<file path="config.mk">
export PLATFORM = sky130hd
export DESIGN_NAME = fifo_with_positional_remove_top
export DESIGN_NICKNAME = d
export VERILOG_FILES = /design/src/hdl/fwpr_pkg.sv /design/src/hdl/fifo_with_positional_remove_top.sv /design/src/hdl/fwpr_cell.sv
export SDC_FILE = /design/constraint.sdc
export NUM_CORES = 1
export LEC_CHECK = 0
export BUFFER_PORTS_ARGS = -buffer_cell sky130_fd_sc_hd__buf_2
export CELL_PAD_IN_SITES_DETAIL_PLACEMENT = 1
export CELL_PAD_IN_SITES_GLOBAL_PLACEMENT = 1
export CORE_MARGIN = 2
export CORE_UTILIZATION = 35
export DETAILED_ROUTE_END_ITERATION = 16
export PLACE_DENSITY_LB_ADDON = 0.1
export SLEW_MARGIN = 10
export SYNTH_ARGS = -nofsm -noshare
export SYNTH_HDL_FRONTEND = slang
export SYNTH_HIERARCHICAL = 1
export SYNTH_SLANG_ARGS = --single-unit
export TNS_END_PERCENT = 50
</file>
<file path="constraint.sdc">
create_clock -name clk -period 4.3 [get_ports clk]
set_clock_uncertainty 0.15 [all_clocks]
set_input_delay 0.86 -clock clk [delete_from_list [all_inputs] [get_ports clk]]
set_output_delay 0.86 -clock clk [all_outputs]
set_load 0.05 [all_outputs]
</file>
<file path="src/hdl/fwpr_pkg.sv">
// ----------------------------------------------------------------------------
// fwpr_pkg: shared types and constants
// Queue depth, element width, command and result transfer types, and the
// control bundle that the top level hands to each storage cell.
// ----------------------------------------------------------------------------
package fwpr_pkg;

    localparam int DEPTH      = 16;
    localparam int DATA_WIDTH = 32;
    localparam int SLOT_W     = $clog2(DEPTH);
    localparam int CNT_W      = $clog2(DEPTH + 1);

    typedef enum logic [1:0] {
        OP_ENQUEUE = 2'd0,
        OP_DEQUEUE = 2'd1,
        OP_DISCARD = 2'd2,
        OP_QUERY   = 2'd3
    } opcode_t;

    typedef enum logic [1:0] {
        ST_OK        = 2'd0,
        ST_FULL      = 2'd1,
        ST_EMPTY     = 2'd2,
        ST_POS_RANGE = 2'd3
    } status_t;

    typedef struct packed {
        opcode_t            opcode;
        logic signed [31:0] value;
        logic [3:0]         position;
    } cmd_t;

    typedef struct packed {
        status_t            status;
        logic signed [31:0] head_value;
        logic               is_empty;
        logic [4:0]         count;
    } result_t;

    // Per-cell control: load the enqueued value, or take the right neighbor.
    typedef struct packed {
        logic load;
        logic shift;
    } cell_ctrl_t;

endpackage

</file>
<file path="src/hdl/fifo_with_positional_remove_top.sv">
// ----------------------------------------------------------------------------
// fifo_with_positional_remove_top: queue with removal at a position
// A bounded FIFO of signed elements held in a row of shifting cells.
// ----------------------------------------------------------------------------
// Usage:
// A command transfer is taken at a rising edge where start is high and busy
// is low. The command carries an opcode (enqueue, dequeue, discard at a
// position, or query), a value for enqueue and a position for discard.
// Every command produces exactly one result transfer: done is high for one
// cycle, the cycle after the command was taken, while result holds the
// status, the head value, the empty flag and the element count as they stand
// after the command. The receiver cannot stall, so nothing is held back.
// Throughput is one command per cycle: all cells update in parallel, each
// loading the new value or its right neighbor, so busy never rises.
// Rejected commands (enqueue when full, dequeue or discard when empty,
// discard at a position not below the count) leave the queue unchanged and
// report their status. Reset empties the queue at once; the storage cells
// themselves are not cleared since unfilled cells are never reported.
// ----------------------------------------------------------------------------
module fifo_with_positional_remove_top (
    input  logic              clk,
    input  logic              rst_n,
    input  logic              start,
    output logic              busy,
    input  fwpr_pkg::cmd_t    cmd,
    output logic              done,
    output fwpr_pkg::result_t result
);

    localparam int DW = fwpr_pkg::DATA_WIDTH;

    logic [fwpr_pkg::CNT_W-1:0]    occ_reg;
    logic [fwpr_pkg::CNT_W-1:0]    occ_next;
    logic                          done_reg;
    logic                          done_next;
    fwpr_pkg::result_t             result_reg;
    fwpr_pkg::result_t             result_next;

    logic                          accept;
    logic                          do_enq;
    logic                          do_drop;
    logic [fwpr_pkg::SLOT_W-1:0]   drop_idx;
    fwpr_pkg::status_t             status;
    logic [DW-1:0]                 head_next;

    fwpr_pkg::cell_ctrl_t          ctrl [fwpr_pkg::DEPTH];
    logic [DW-1:0]                 slot_data [fwpr_pkg::DEPTH];

    // No command ever holds the block back, so busy is tied low.
    assign busy   = 1'b0;
    assign accept = start && !busy;

    // Decode the command against the current count.
    always_comb
    begin
        do_enq   = 1'b0;
        do_drop  = 1'b0;
        drop_idx = '0;
        status   = fwpr_pkg::ST_OK;
        case (cmd.opcode)
            fwpr_pkg::OP_ENQUEUE:
            begin
                if (occ_reg >= fwpr_pkg::CNT_W'(fwpr_pkg::DEPTH))
                begin
                    status = fwpr_pkg::ST_FULL;
                end
                else
                begin
                    do_enq = accept;
                end
            end
            fwpr_pkg::OP_DEQUEUE:
            begin
                if (occ_reg == '0)
                begin
                    status = fwpr_pkg::ST_EMPTY;
                end
                else
                begin
                    do_drop = accept;
                end
            end
            fwpr_pkg::OP_DISCARD:
            begin
                // The empty check takes precedence over the range check.
                if (occ_reg == '0)
                begin
                    status = fwpr_pkg::ST_EMPTY;
                end
                else if (fwpr_pkg::CNT_W'(cmd.position) >= occ_reg)
                begin
                    status = fwpr_pkg::ST_POS_RANGE;
                end
                else
                begin
                    do_drop  = accept;
                    drop_idx = fwpr_pkg::SLOT_W'(cmd.position);
                end
            end
            fwpr_pkg::OP_QUERY:
            begin
                status = fwpr_pkg::ST_OK;
            end
            default:
            begin
                status = fwpr_pkg::ST_OK;
            end
        endcase
    end

    // Per-cell control: the enqueue lands in the first free cell, and a drop
    // makes every cell from the dropped position onward take its neighbor.
    always_comb
    begin
        for (int i = 0; i < fwpr_pkg::DEPTH; i++)
        begin
            ctrl[i].load  = do_enq && (occ_reg[fwpr_pkg::SLOT_W-1:0] == fwpr_pkg::SLOT_W'(i));
            ctrl[i].shift = do_drop && (fwpr_pkg::SLOT_W'(i) >= drop_idx);
        end
    end

    genvar g;
    generate
        for (g = 0; g < fwpr_pkg::DEPTH; g++)
        begin : g_cell
            logic [DW-1:0] right;
            if (g == fwpr_pkg::DEPTH - 1)
            begin : g_last
                assign right = slot_data[g];
            end
            else
            begin : g_mid
                assign right = slot_data[g+1];
            end

            fwpr_cell u_cell (
                .clk        (clk),
                .ctrl       (ctrl[g]),
                .load_data  (cmd.value[DW-1:0]),
                .right_data (right),
                .data       (slot_data[g])
            );
        end
    endgenerate

    // Count and head as they will stand after this command.
    always_comb
    begin
        occ_next = occ_reg;
        if (do_enq)
        begin
            occ_next = occ_reg + fwpr_pkg::CNT_W'(1);
        end
        else if (do_drop)
        begin
            occ_next = occ_reg - fwpr_pkg::CNT_W'(1);
        end

        if (ctrl[0].load)
        begin
            head_next = cmd.value[DW-1:0];
        end
        else if (ctrl[0].shift)
        begin
            head_next = slot_data[1];
        end
        else
        begin
            head_next = slot_data[0];
        end
    end

    always_comb
    begin
        done_next              = accept;
        result_next.status     = status;
        result_next.head_value = (occ_next == '0) ? 32'sd0 : $signed(head_next);
        result_next.is_empty   = (occ_next == '0);
        result_next.count      = occ_next;
    end

    always_ff @(posedge clk or negedge rst_n)
    begin
        if (!rst_n)
        begin
            occ_reg  <= '0;
            done_reg <= 1'b0;
        end
        else
        begin
            if (accept)
            begin
                occ_reg <= occ_next;
            end
            done_reg <= done_next;
        end
    end

    always_ff @(posedge clk)
    begin
        if (accept)
        begin
            result_reg <= result_next;
        end
    end

    assign done   = done_reg;
    assign result = result_reg;

    // The count never exceeds the number of cells.
    assert property (@(posedge clk) disable iff (!rst_n)
        occ_reg <= fwpr_pkg::CNT_W'(fwpr_pkg::DEPTH))
        else $error("occupancy exceeds depth");

    // A reported count always matches the live count.
    assert property (@(posedge clk) disable iff (!rst_n)
        done |-> (result.count == occ_reg && result.is_empty == (occ_reg == '0)))
        else $error("reported count disagrees with occupancy");

    // Every command is followed by a result, and a rejected one leaves the count unchanged.
    assert property (@(posedge clk) disable iff (!rst_n)
        start |=> (done && (result.status == fwpr_pkg::ST_OK || occ_reg == $past(occ_reg))))
        else $error("rejected command changed the queue or result missing");

    // An empty queue reports a zero head.
    assert property (@(posedge clk) disable iff (!rst_n)
        (done && result.is_empty) |-> (result.head_value == 32'sd0))
        else $error("empty queue reported a nonzero head");

endmodule

</file>
<file path="src/hdl/fwpr_cell.sv">
// ----------------------------------------------------------------------------
// fwpr_cell: one queue storage cell
// Holds one element; loads a new value or takes its right neighbor's value.
// ----------------------------------------------------------------------------
module fwpr_cell (
    input  logic                                clk,
    input  fwpr_pkg::cell_ctrl_t                ctrl,
    input  logic [fwpr_pkg::DATA_WIDTH-1:0]     load_data,
    input  logic [fwpr_pkg::DATA_WIDTH-1:0]     right_data,
    output logic [fwpr_pkg::DATA_WIDTH-1:0]     data
);

    logic [fwpr_pkg::DATA_WIDTH-1:0] data_reg;
    logic [fwpr_pkg::DATA_WIDTH-1:0] data_next;

    always_comb
    begin
        data_next = data_reg;
        if (ctrl.load)
        begin
            data_next = load_data;
        end
        else if (ctrl.shift)
        begin
            data_next = right_data;
        end
    end

    always_ff @(posedge clk)
    begin
        data_reg <= data_next;
    end

    assign data = data_reg;

endmodule

</file>
* Word-level counts from Yosys, hierarchy flattened
Index checks and enable logic that the tools add are counted.
Cells by class: $add $sub $neg 2, magnitude comparators 17, equal/unequal tests 18, mux-type cells 46, reductions and logical operators 49
Operators with widths (number):
- $mux 32 | 30
- $eq 4x4->1 const B | 8
- $logic_and 1x1->1 | 31
- $ge 4x4->1 const A | 7
- $reduce_bool 2->1 | 14
- $eq 4x3->1 const B | 4
- $ge 3x4->1 const A | 4
- $mux 4 | 3
- $logic_not 5->1 | 2
- $mux 5 | 2
- $eq 4x2->1 const B | 2
- $ge 1x4->1 const A | 2
- $ge 2x4->1 const A | 2
- $pmux 2 s4 | 1
- $mux 1 | 6
- $mux 2 | 3
- $add 5x1->5 const B | 1
- $ge 4x5->1 | 1
- $ge 5x5->1 const B | 1
- $sub 5x1->5 const B | 1
- $eq 2x2->1 const B | 2
- $eq 4x1->1 const B | 1
- $logic_not 4->1 | 1
- $eq 2x1->1 const B | 1
- other kinds (2) | 2
Word-level totals: register bits 558, bits of input ports 41, output and inout port bits 42

* Depth between registers and ports, before layout
word-level depth 8, gate-level depth with buffers 13, depth with buffers taken out 10

* Cells and area by module
Netlist, hierarchy kept.
By module, submodules not included:
- fwpr_cell | instances 16, cells each 69, area an instance 1507.7 µm², seq. area each 960.9 µm²
- fifo_with_positional_remove_top | instances 1, cells each 302, area an instance 3141.8 µm², seq. area each 1351.3 µm²

* Worst setup path before layout
OpenSTA, ideal clock, no wires.
path type input to register, start point in cmd[2] in the netlist's numbering, end point reg g_cell[0].u_cell.data_reg, in the netlist g_cell[0].u_cell/data[0], enable pin, library setup time 391 ps, arrival 3391 ps, slack 368 ps, stages on the path 9, buffers on the path 2, cell sequence ha_1 -> a211oi_1 -> or3_2 -> and4_2 -> clkbuf_1 -> a211o_1 -> buf_6 -> inv_1 -> or2_1
RTL lines:
- from (decl) | line fifo_with_positional_remove_top.sv:25 | input fwpr_pkg::cmd_t cmd,
- to (signal assigned) | line fwpr_cell.sv:31 | data_reg <= data_next;
- to (decl) | line fwpr_cell.sv:13 | logic [fwpr_pkg::DATA_WIDTH-1:0] data_reg;

* Worst setup path in the final report
start point reg occ_reg[0] in the netlist's numbering, end point reg result_reg, in the netlist result[19] (data pin)
On the way: word-level cells in the longest chain between the ends 8, elaborated cells on any way between the ends 23
RTL lines:
- from (decl) | line fifo_with_positional_remove_top.sv:32 | logic [fwpr_pkg::CNT_W-1:0] occ_reg;
- from (signal assigned) | line fifo_with_positional_remove_top.sv:193 | occ_reg <= occ_next;
- $ge 4x5->1 | line fifo_with_positional_remove_top.sv:90 | else if (fwpr_pkg::CNT_W'(cmd.position) >= occ_reg)
- $mux 4 | line fifo_with_positional_remove_top.sv:90
- $mux 4 | line fifo_with_positional_remove_top.sv:86 | if (occ_reg == '0)
- $mux 4 | line fifo_with_positional_remove_top.sv:60 | case (cmd.opcode)
- $ge 1x4->1 | line fifo_with_positional_remove_top.sv:118 | ctrl[i].shift = do_drop && (fwpr_pkg::SLOT_W'(i) >= drop_idx);
- $logic_and 1x1->1 | line fifo_with_positional_remove_top.sv:118
- $mux 32 (2 in series)
- to (signal assigned) | line fifo_with_positional_remove_top.sv:203 | result_reg <= result_next;
- to (decl) | line fifo_with_positional_remove_top.sv:36 | fwpr_pkg::result_t result_reg;
Several ways; a longest one is shown, not always the timed one. A chain may end at the register's enable or synchronous reset.

==> flow_metrics.py <==
metrics = {
    "status": {
        "status": "finished, final reports clean",
    },
    "cells_and_area": {
        "nNetsFinal": 1556,
        "stdcell_area_um2": 30120,
        "largest_reg_flops": 512,
        "final_layout_size_suffix_gt1_share_pct": 48.07,
        "layout_common_cells": "edfxtp_1, mux2_4, buf_2",
        "area_delta_synth_final_pct": 10.48,
        "final_common_cell": "edfxtp_1",
    },
    "logic_synthesis": {
        "synthCells": 1406,
        "yosysWarnings": 6,
        "synth_adder_area_share_pct": 0.5048,
        "synth-seq-area-share_pct": 61.35,
        "synthXorXnorAreaFrac_pct": 0.05966,
        "synth_compound_area_share_pct": 2.896,
        "synth_edf_count": 552,
        "synth_cell_type_count": 61,
        "syn_area_per_cell_um2": 19.39,
        "muxShareOfSynthArea_pct": 27.53,
        "synth_area_um2": 27260,
        "synthesis.nets": 1458,
        "async_flop_share_pct": 1.075,
        "ys.flop_type": "edfxtp_1",
        "ys_ff_latch": 558,
        "synth_top_family_by_area": "multiplexers",
        "yosys.area_share.simple_pct": 2.487,
    },
    "routing": {
        "vias": 12120,
        "wl_per_cell_um": 18.53,
        "first_pass_iters": 4,
        "vias_per_cell": 4.671,
        "drt-total-wl_um": 48090,
        "drtIter0Drc": 532,
        "ant_nets": 0,
        "drc_errors": 0,
    },
    "clock_tree": {
        "tritoncts": "done",
        "clock_path_buffers": 3,
        "cts_root_buffer": "clkbuf_16",
        "ctsHoldBuffers": 1,
        "clock_latency_ns": 0.58,
        "cts.sinks": 558,
        "htreeDepth": 3,
        "cts_buffers": 66,
        "clk_pin_slew_worst_paths_ns": 0.06,
        "cts_setup_buffers": 0,
        "ctsResizeCount": 0,
    },
    "sta": {
        "tightest_slew_ns": 1.031,
        "period_needed_ns": 3.945,
        "finalHoldViolations": 0,
        "setup_violations": 0,
        "maxClockFrequency_mhz": 253.5,
        "setup_tns_ns": 0,
        "slew-limit-headroom_pct": 31.27,
        "slew_violations": 0,
        "rsz0062_at_grt": "no",
        "period_share_pct": 91.74,
    },
    "grt": {
        "grt_util_all_layers_pct": 12.10,
        "grt_max_degree": 55,
        "antenna_found_initial": 3,
        "grt_first_pass_wirelength_um": 76530,
        "grt_pass1_vias": 13310,
        "grt_overflow_total": 0,
    },
    "floorplanning": {
        "die_h_um": 283.1,
        "core_um2": 77340,
        "start_util_pct": 35.25,
        "die_w_um": 283.1,
        "rows": 102,
        "ios": 83,
        "die_area_um2": 80150,
    },
    "setup_path": {
        "r2r-start": "occ_reg[0]$_DFFE_PN0P_",
        "critical_path.startpoint_type": "flip-flop",
        "cp_slowest_cell": "xnor2_4",
        "crit_chain": "inv_1 -> ha_1 -> or4b_1 -> nand2_1 -> or3_1 -> inv_2 -> a31oi_1 -> xnor2_4 -> a22oi_1",
        "crit_required_ns": 4.42,
        "critPathLaunch": "occ_reg[0]$_DFFE_PN0P_",
        "cpPeakStageDelay_ns": 0.84,
        "endpoint": "result[19]$_SDFFCE_PN0P_",
        "critPathArrivalTime_ns": 4.07,
        "r2r_setup_slack_ns": 0.36,
        "cp_max_fo": 35,
        "end_kind": "flip-flop",
        "path_class": "flip-flop to flip-flop",
        "timing.rr.end": "result[19]$_SDFFCE_PN0P_",
        "ff2ff_path_depth": 9,
    },
    "pwr": {
        "vdd_drop_max_mv": 0.2461,
        "p_per_area_nw_per_um2": 463.6,
        "leakage_nw": 10.80,
    },
    "place": {
        "port_buffers": 81,
        "place_congestion": 0.7909,
        "placedInstanceArea_um2": 28080,
        "dp_hpwl_um": 33890,
    },
    "run": {
        "maxCapViolCount": 0,
    },
    "hold_path": {
        "hold_path_class": "flip-flop to flip-flop",
    },
}
==> critical path: cells and delay by family (launching register included) <==
family | cells | cell delay, ns
AO/OA/AOI/OAI | 2 | 0.40
XOR/XNOR | 1 | 0.84
adder cells (fa/ha/maj) | 1 | 0.37
buffers and inverters | 2 | 0.29
flip-flops | 1 | 0.58
AND/OR/NAND/NOR | 3 | 0.96
==> layer usage <==
layer  routed length [um]  GRT usage [%]  vias up  part of all wire, %
met5                    0              0        -                    0
met4                 1186          3.796        0                  2.5
met3                 2403          2.625       77                  5.0
met2                22380          19.53      192                   47
met1                22120          16.25     6090                   46
li1                     -              -     5762                    -
==> power by group <==
group / internal (W) / switching (W) / total, W / leakage [nW]
combinational: 0.000826 / 0.00110 / 0.00193 / 4.68
sequential: 0.00663 / 0.000185 / 0.00681 / 5.13
clock: 0.00313 / 0.00209 / 0.00522 / 0.987
==> cell usage after synthesis (6+ instances only) <==
cell type | n | area share [%]
and2_1 | 6 | 0.14
edfxtp_1 | 552 | 61
nor2_1 | 10 | 0.14
a22oi_1 | 30 | 0.83
dfrtp_1 | 6 | 0.55
nand2_1 | 7 | 0.096
a31oi_1 | 6 | 0.14
a32oi_1 | 32 | 1.0
a21oi_1 | 11 | 0.20
or2_1 | 16 | 0.37
inv_1 | 11 | 0.15
buf_12 | 48 | 3.5
mux2_4 | 464 | 26
and3_1 | 12 | 0.28
nand3_1 | 38 | 0.70
mux2_2 | 48 | 2.0
ha_1 | 11 | 0.50
buf_6 | 24 | 0.99
clkbuf_1 | 8 | 0.11
==> through the flow <==
stage | cells | util (%) | hold slack, ns | power [W] | setup WS, ns
CTS | 2592 | 38.94 | 0.3829 | 0.01424 | 0.3802
finish | 2595 | 38.95 | 0.3808 | 0.01396 | 0.3552
global route | 2595 | 38.95 | 0.3886 | 0.01460 | 0.1054
detailed placement | 2475 | 36.31 | 0.3844 | 0.008889 | 0.1111
global placement | 2475 | 36.31 | 0.3779 | 0.008828 | 0.2710
floorplan | 1406 | - | 0.3746 | 0.008350 | 0.3683
==> how the worst min path moves through the flow <==
stage               slack (ns)                                 start                                    to  cells after the start
finish                    0.38    g_cell[6].u_cell/data[5]$_DFFE_PP_    g_cell[5].u_cell/data[5]$_DFFE_PP_                      1
global route              0.39   g_cell[3].u_cell/data[27]$_DFFE_PP_   g_cell[2].u_cell/data[27]$_DFFE_PP_                      1
CTS                       0.38    g_cell[6].u_cell/data[5]$_DFFE_PP_    g_cell[5].u_cell/data[5]$_DFFE_PP_                      1
detailed placement        0.38   g_cell[4].u_cell/data[31]$_DFFE_PP_   g_cell[3].u_cell/data[31]$_DFFE_PP_                      1
global placement          0.38  g_cell[13].u_cell/data[30]$_DFFE_PP_  g_cell[12].u_cell/data[30]$_DFFE_PP_                      1
floorplan                 0.37  g_cell[11].u_cell/data[29]$_DFFE_PP_  g_cell[10].u_cell/data[29]$_DFFE_PP_                      1
==> layout make-up <==
| type | count | area (um^2) |
|---|---|---|
| multi-input combinational | 741 | 9159 |
| tap | 1040 | 1301 |
| inverter | 13 | 48.80 |
| fill | 7548 | 47220 |
| sequential | 558 | 16730 |
| antenna | 3 | 7.507 |
| timing repair buffer | 124 | 855.8 |
| clock inverter | 21 | 113.9 |
| clock buffer | 95 | 1909 |
==> cells by family (layout without fill, tap and decap cells) <==
family | count (synthesis) | after routing
buf+inv | 107 | 253
fa+ha+maj | 11 | 11
mux | 512 | 512
simple gates | 116 | 116
flops | 558 | 558
other cells | 1 | 4
xor+xnor | 1 | 1
compound gates | 100 | 100
Note: power is estimated with default switching activity, not from simulation.
